File: src/pcb_pkg.sv
// Shared types and constants for the per-peer circuit breaker.
// Used by pcb_entry_update and per_peer_circuit_breaker; depends on nothing.
package pcb_pkg;

  // Default size of the breaker table, and the slot space of an 8-bit peer index.
  localparam int unsigned PEER_SLOTS_DEF = 256;
  localparam int unsigned SLOT_SPACE     = 256;

  // Event codes carried in the func field.
  localparam logic [1:0] FN_REQUEST = 2'd0;
  localparam logic [1:0] FN_SUCCESS = 2'd1;
  localparam logic [1:0] FN_FAILURE = 2'd2;
  localparam logic [1:0] FN_QUERY   = 2'd3;

  // Breaker modes.
  localparam logic [1:0] MODE_CLOSED = 2'd0;
  localparam logic [1:0] MODE_OPEN   = 2'd1;
  localparam logic [1:0] MODE_HALF   = 2'd2;

  // Configuration register indexes and widths.
  localparam int unsigned CFG_IDX_W  = 2;
  localparam int unsigned CFG_DATA_W = 16;
  localparam logic [CFG_IDX_W-1:0] CFG_FAIL_THR   = 2'd0;
  localparam logic [CFG_IDX_W-1:0] CFG_OPEN_DUR   = 2'd1;
  localparam logic [CFG_IDX_W-1:0] CFG_MAX_PROBES = 2'd2;

  // Configuration reset values.
  localparam logic [7:0]  FAIL_THR_RST   = 8'd5;
  localparam logic [15:0] OPEN_DUR_RST   = 16'd30;
  localparam logic [7:0]  MAX_PROBES_RST = 8'd2;

  localparam logic [7:0] FAIL_CNT_MAX = 8'hFF;

  typedef struct packed {
    logic [1:0]  func;
    logic [7:0]  peer_index;
    logic [31:0] now_secs;
  } in_t;

  typedef struct packed {
    logic       allowed;
    logic [1:0] circuit_mode;
  } out_t;

  typedef struct packed {
    logic [1:0]  mode;
    logic [7:0]  fail_cnt;
    logic [7:0]  probe_cnt;
    logic [31:0] stamp;
  } entry_t;

  typedef struct packed {
    logic [7:0]  fail_thr;
    logic [15:0] open_dur;
    logic [7:0]  max_probes;
  } cfg_t;

endpackage

File: src/pcb_entry_update.sv
// Next-state function of one breaker entry for one event.
// Depends on pcb_pkg for the entry, configuration and code definitions.
module pcb_entry_update
  import pcb_pkg::*;
(
  input  cfg_t        cfg,
  input  logic [1:0]  func,
  input  logic [31:0] now_secs,
  input  entry_t      cur,
  output entry_t      nxt,
  output logic        allowed
);

  logic [31:0] elapsed;
  entry_t      settled;
  logic [7:0]  fail_inc;

  assign elapsed = now_secs - cur.stamp;

  // An open entry whose wait is over turns half-open before the event is handled.
  always_comb begin
    settled = cur;
    if (cur.mode == MODE_OPEN && elapsed >= {16'd0, cfg.open_dur}) begin
      settled.mode      = MODE_HALF;
      settled.probe_cnt = 8'd0;
    end
  end

  assign fail_inc = (settled.fail_cnt == FAIL_CNT_MAX) ? settled.fail_cnt
                                                       : settled.fail_cnt + 8'd1;

  always_comb begin
    nxt     = settled;
    allowed = 1'b0;
    case (func)
      FN_SUCCESS: begin
        nxt           = cur;
        nxt.mode      = MODE_CLOSED;
        nxt.fail_cnt  = 8'd0;
        nxt.probe_cnt = 8'd0;
      end
      FN_REQUEST: begin
        if (settled.mode == MODE_CLOSED) begin
          allowed = 1'b1;
        end else if (settled.mode == MODE_HALF && settled.probe_cnt < cfg.max_probes) begin
          nxt.probe_cnt = settled.probe_cnt + 8'd1;
          allowed       = 1'b1;
        end
      end
      FN_FAILURE: begin
        if (settled.mode == MODE_HALF) begin
          nxt.mode  = MODE_OPEN;
          nxt.stamp = now_secs;
        end else begin
          nxt.fail_cnt = fail_inc;
          if (settled.mode == MODE_CLOSED && fail_inc >= cfg.fail_thr) begin
            nxt.mode  = MODE_OPEN;
            nxt.stamp = now_secs;
          end
        end
      end
      FN_QUERY: begin
        nxt = settled;
      end
      default: begin
        nxt = settled;
      end
    endcase
  end

endmodule

File: config.mk
export PLATFORM = sky130hd
export DESIGN_NAME = pcb_entry_update
export DESIGN_NICKNAME = d
export VERILOG_FILES = /design/src/pcb_pkg.sv /design/src/pcb_entry_update.sv
export SDC_FILE = /design/constraint.sdc
export NUM_CORES = 1
export LEC_CHECK = 0
export BUFFER_PORTS_ARGS = -buffer_cell sky130_fd_sc_hd__buf_2
export CORE_UTILIZATION = 25
export DETAILED_ROUTE_END_ITERATION = 6
export SYNTH_ARGS = -nofsm -noshare
export SYNTH_HDL_FRONTEND = slang
export SYNTH_SLANG_ARGS = --single-unit
File: constraint.sdc
create_clock -name vclk -period 23.5
set_input_delay 2.35 -clock vclk [all_inputs]
set_output_delay 2.35 -clock vclk [all_outputs]
set_load 0.01 [all_outputs]
* Word level (Yosys, flattened, before mapping) *
Index checks and enable logic that the tools add are counted.

word-level totals
  flip-flop bits (word level) = 0
  latch bits = 0
  RAM bits = 0
  bits in read-only memories = 0
  input bits = 116
  output and inout port bits = 51
  word-level logic and storage cells = 32
  memories = 0

cells by class
  $add $sub $neg = 3
  multipliers = 0
  div/mod/pow operators = 0
  magnitude comparators = 3
  equal/unequal tests = 5
  shift operators = 0
  multiplexer cells = 16
  bitwise logic cells = 0
  reductions and logical operators = 5

operators with widths
  cell                   count
  $mux W32               3
  $mux W8                5
  $ge A32 B16 Y1         1
  $sub A32 B32 Y32       1
  $pmux W10 S2           1
  $add A8 B1 Y8 const B  2
  $pmux W8 S2            1
  $eq A8 B8 Y1 const B   1
  $ge A8 B8 Y1           1
  $lt A8 B8 Y1           1
  $mux W2                3
  $eq A2 B1 Y1 const B   2
  $eq A2 B2 Y1 const B   2
  $logic_not A2 Y1       2
  $logic_and A1 B1 Y1    3
  $mux W1                3

* Depth between registers and ports, before layout *
  word-level depth = 9
  depth in mapped cells = 32

* Worst setup path after synthesis *
Ideal clock, no wire load.

  path type = input to output
  from = input port cur[3] in the netlist's numbering
  to = output port nxt[39] in the netlist's numbering
  arrival = 8.575 ns
  data required time = 21.150 ns
  slack = 12.575 ns
  stages on the path = 31
  buffers on the path = 2
  path through = inv_1 ha_1 a21o_1 a21oi_1 nand2_1 a21o_1 a21o_1 a21oi_1 o21bai_1 xor2_1 ha_1 a21o_1 a21o_1 a211oi_1 o211ai_1 or4_1 or4b_1 nor4_1 and4_2 or2_1 buf_2 buf_4 and2_1 ha_1 a211oi_1 nand2_1 a221o_1 nor3_1 and2_1 nand2b_1 o31ai_1

RTL lines
  item             RTL line                text
  start, declared  pcb_entry_update.sv:9   input entry_t cur,
  end, declared    pcb_entry_update.sv:10  output entry_t nxt,

==> results.tsv <==
metric	value	unit
path_common_cell	sky130_fd_sc_hd__a21o_1	
worst_margin_pin_slew	0.705	ns
antennaDiodeCount	0	
count_of_cell_types_in_the_netlist	67	
cellPowerDensity	24.8	mW/mm^2
worstPathArrival	9.55	ns
sequential_to_total_area_share_from_yosys_stat	0	
synth.cells.most_frequent	sky130_fd_sc_hd__inv_1, sky130_fd_sc_hd__ha_1, sky130_fd_sc_hd__nand2_1, sky130_fd_sc_hd__a21oi_1, sky130_fd_sc_hd__a21o_1	
pre_cts_slack	11.58	ns
min_period	11.90	ns
power.combinational.fraction	1.000	
core.rowCount	48	
io_buffers	167	
post_synth_inst_count	633	
worstHoldPathType	in -> out	
synth.avg_cell_area	7.01	sq um
yosys-top-cells-area	sky130_fd_sc_hd__ha_1, sky130_fd_sc_hd__mux2_4, sky130_fd_sc_hd__inv_1	
routedWlPerCell	13.8	um
rsz0062_at_grt	false	
report.power.total	134	uW
placed_cells_incl_taps	996	
power.internal	59.6	uW
sequentialPowerShare	0	
finalHoldViolations	0	
number_of_iterations_in_the_first_detailed_routing_pass	5	
fmaxAchievable	0.0840	GHz
fin_util	0.312	
total_leakage_power	2.87	nW
cts_setup_buffers	0	
netSwitchingPower	74.1	uW
route.detailed.drc	0	
floorplan.die.height	135	um
timing_max_transition_violations_final	0	
synth_largest_type_area_fraction	0.189	
worst_case_vdd_ir_drop	9.07	uV
pin_count_of_the_biggest_net_entering_global_routing	33	
vias_per_cell	5.09	
layout-drive-gt1-share	0.280	
worst_path_max_delay_cell	sky130_fd_sc_hd__or2_1	
yosysWarnings	0	
n_fill_cell	1943	
die_area	0.0183	sq mm
syn-cell-area	0.00443	sq mm
top_level_ports	167	
floorplan.die.width	135	um
total_routing_resource_utilization_after_global_routing	0.142	
setup_viol_count_final	0	
grt_first_pass_wirelength	21.7	mm
antenna_violations_before_repair	0	
part_of_the_power_in_the_clock_network	0	
post_route_wl	13.7	mm
first_global_vias	4580	
netSwitchingFraction	0.555	
final.setup.tns	0	ns
yosys.area.top_type	sky130_fd_sc_hd__ha_1	
overflow	0	
cts_resized	0	
setup.worst_path.end_class	output port	
critical_path.max_stage_delay	0.56	ns
layout.sequential_cells	0	
route.vias.total	5073	
multiInputGateArea	0.00396	sq mm
period_share	0.506	
maxCapViolations	0	
stdcell_count	996	
synthesis.nets	817	
cp.required	21.15	ns
initial_core_util	0.256	
clk_buf	0	
setup_slack	11.60	ns
library_cell_with_the_highest_instance_count_after_synthesis	sky130_fd_sc_hd__inv_1	
drt.antenna.violating_nets	0	
hold_buffers	0	
setup.worst_path.class	in -> out	
seqCellArea	0	sq um
slew-limit-headroom	0.527	
run_status	finished clean	
worst_setup_path_start_kind	primary input	
hpwlAfterDp	11.8	mm
drt-initial-drc-count	248	
layout-area-overhead-vs-synth	21.5	%
placeableCoreArea	0.0173	sq mm
layout.nets	957	
critical_path.max_fanout	24	
routability_congestion_estimate	0.906	
==> area by class of cell <==
| type | count | share of cell area |
|---|---|---|
| Inverter | 82 | 0.0571 |
| Multi-Input combinational cell | 522 | 0.736 |
| Tap cell | 225 | 0.0522 |
| Timing Repair Buffer | 167 | 0.155 |
==> cells by family (layout without fill, tap and decap cells) <==
group | after synthesis | in the layout | share of synthesized area
multiplexers | 42 | 42 | 0.128
AO/OA/AOI/OAI | 193 | 193 | 0.305
XOR/XNOR | 19 | 19 | 0.0375
adder cells (fa/ha/maj) | 68 | 68 | 0.194
AND/OR/NAND/NOR | 200 | 200 | 0.229
buffers and inverters | 111 | 249 | 0.106
==> stage by stage <==
stage	area [sq um]	hold WS, ns
after floorplan	4430	4.83
after global placement	5390	5.02
after detailed placement	5390	5.03
after CTS	5390	5.03
after global routing	5390	5.04
final	5390	5.02
==> cells in the final DEF (no fill, tap or decap), types with 14 or more instances in the layout <==
master / Yosys / routed
sky130_fd_sc_hd__a21o_1: 34 / 34
sky130_fd_sc_hd__a21oi_1: 38 / 38
sky130_fd_sc_hd__and2_1: 14 / 14
sky130_fd_sc_hd__buf_2: 6 / 167
sky130_fd_sc_hd__ha_1: 67 / 67
sky130_fd_sc_hd__inv_1: 82 / 82
sky130_fd_sc_hd__mux2_4: 29 / 29
sky130_fd_sc_hd__nand2_1: 57 / 57
sky130_fd_sc_hd__nand3_1: 23 / 23
sky130_fd_sc_hd__nand4_1: 21 / 21
sky130_fd_sc_hd__nor2_1: 31 / 31
sky130_fd_sc_hd__o21ai_0: 18 / 18
==> worst paths after layout <==
check / start / end / slack, ns / cells after the start
max: now_secs[3] / nxt[32] / 11.60 / 30
min: cur[3] / nxt[3] / 5.02 / 3
==> power by group through the flow <==
stage	sequential [mW]	combinational, mW	clock (mW)
6_report	0	0.134	0
3_3_place_gp	0	0.132	0
5_1_grt	0	0.150	0
4_1_cts	0	0.134	0
2_1_floorplan	0	0.0943	0
3_5_place_dp	0	0.133	0
==> critical path, delay by kind of cell <==
kind | cells | cell delay (ns)
simple gates | 10 | 3.07
compound gates | 14 | 2.83
fa+ha+maj | 3 | 0.88
buf+inv | 2 | 0.25
xor+xnor | 1 | 0.16
==> routing by layer <==
metal	GRT usage	up-vias	share of wire
met5	0	-	0
met4	0.00687	0	0.0055
met3	0.00561	8	0.049
met2	0.253	166	0.47
met1	0.196	2306	0.48
li1	-	2593	-
Power figures use the tool's default switching activity.
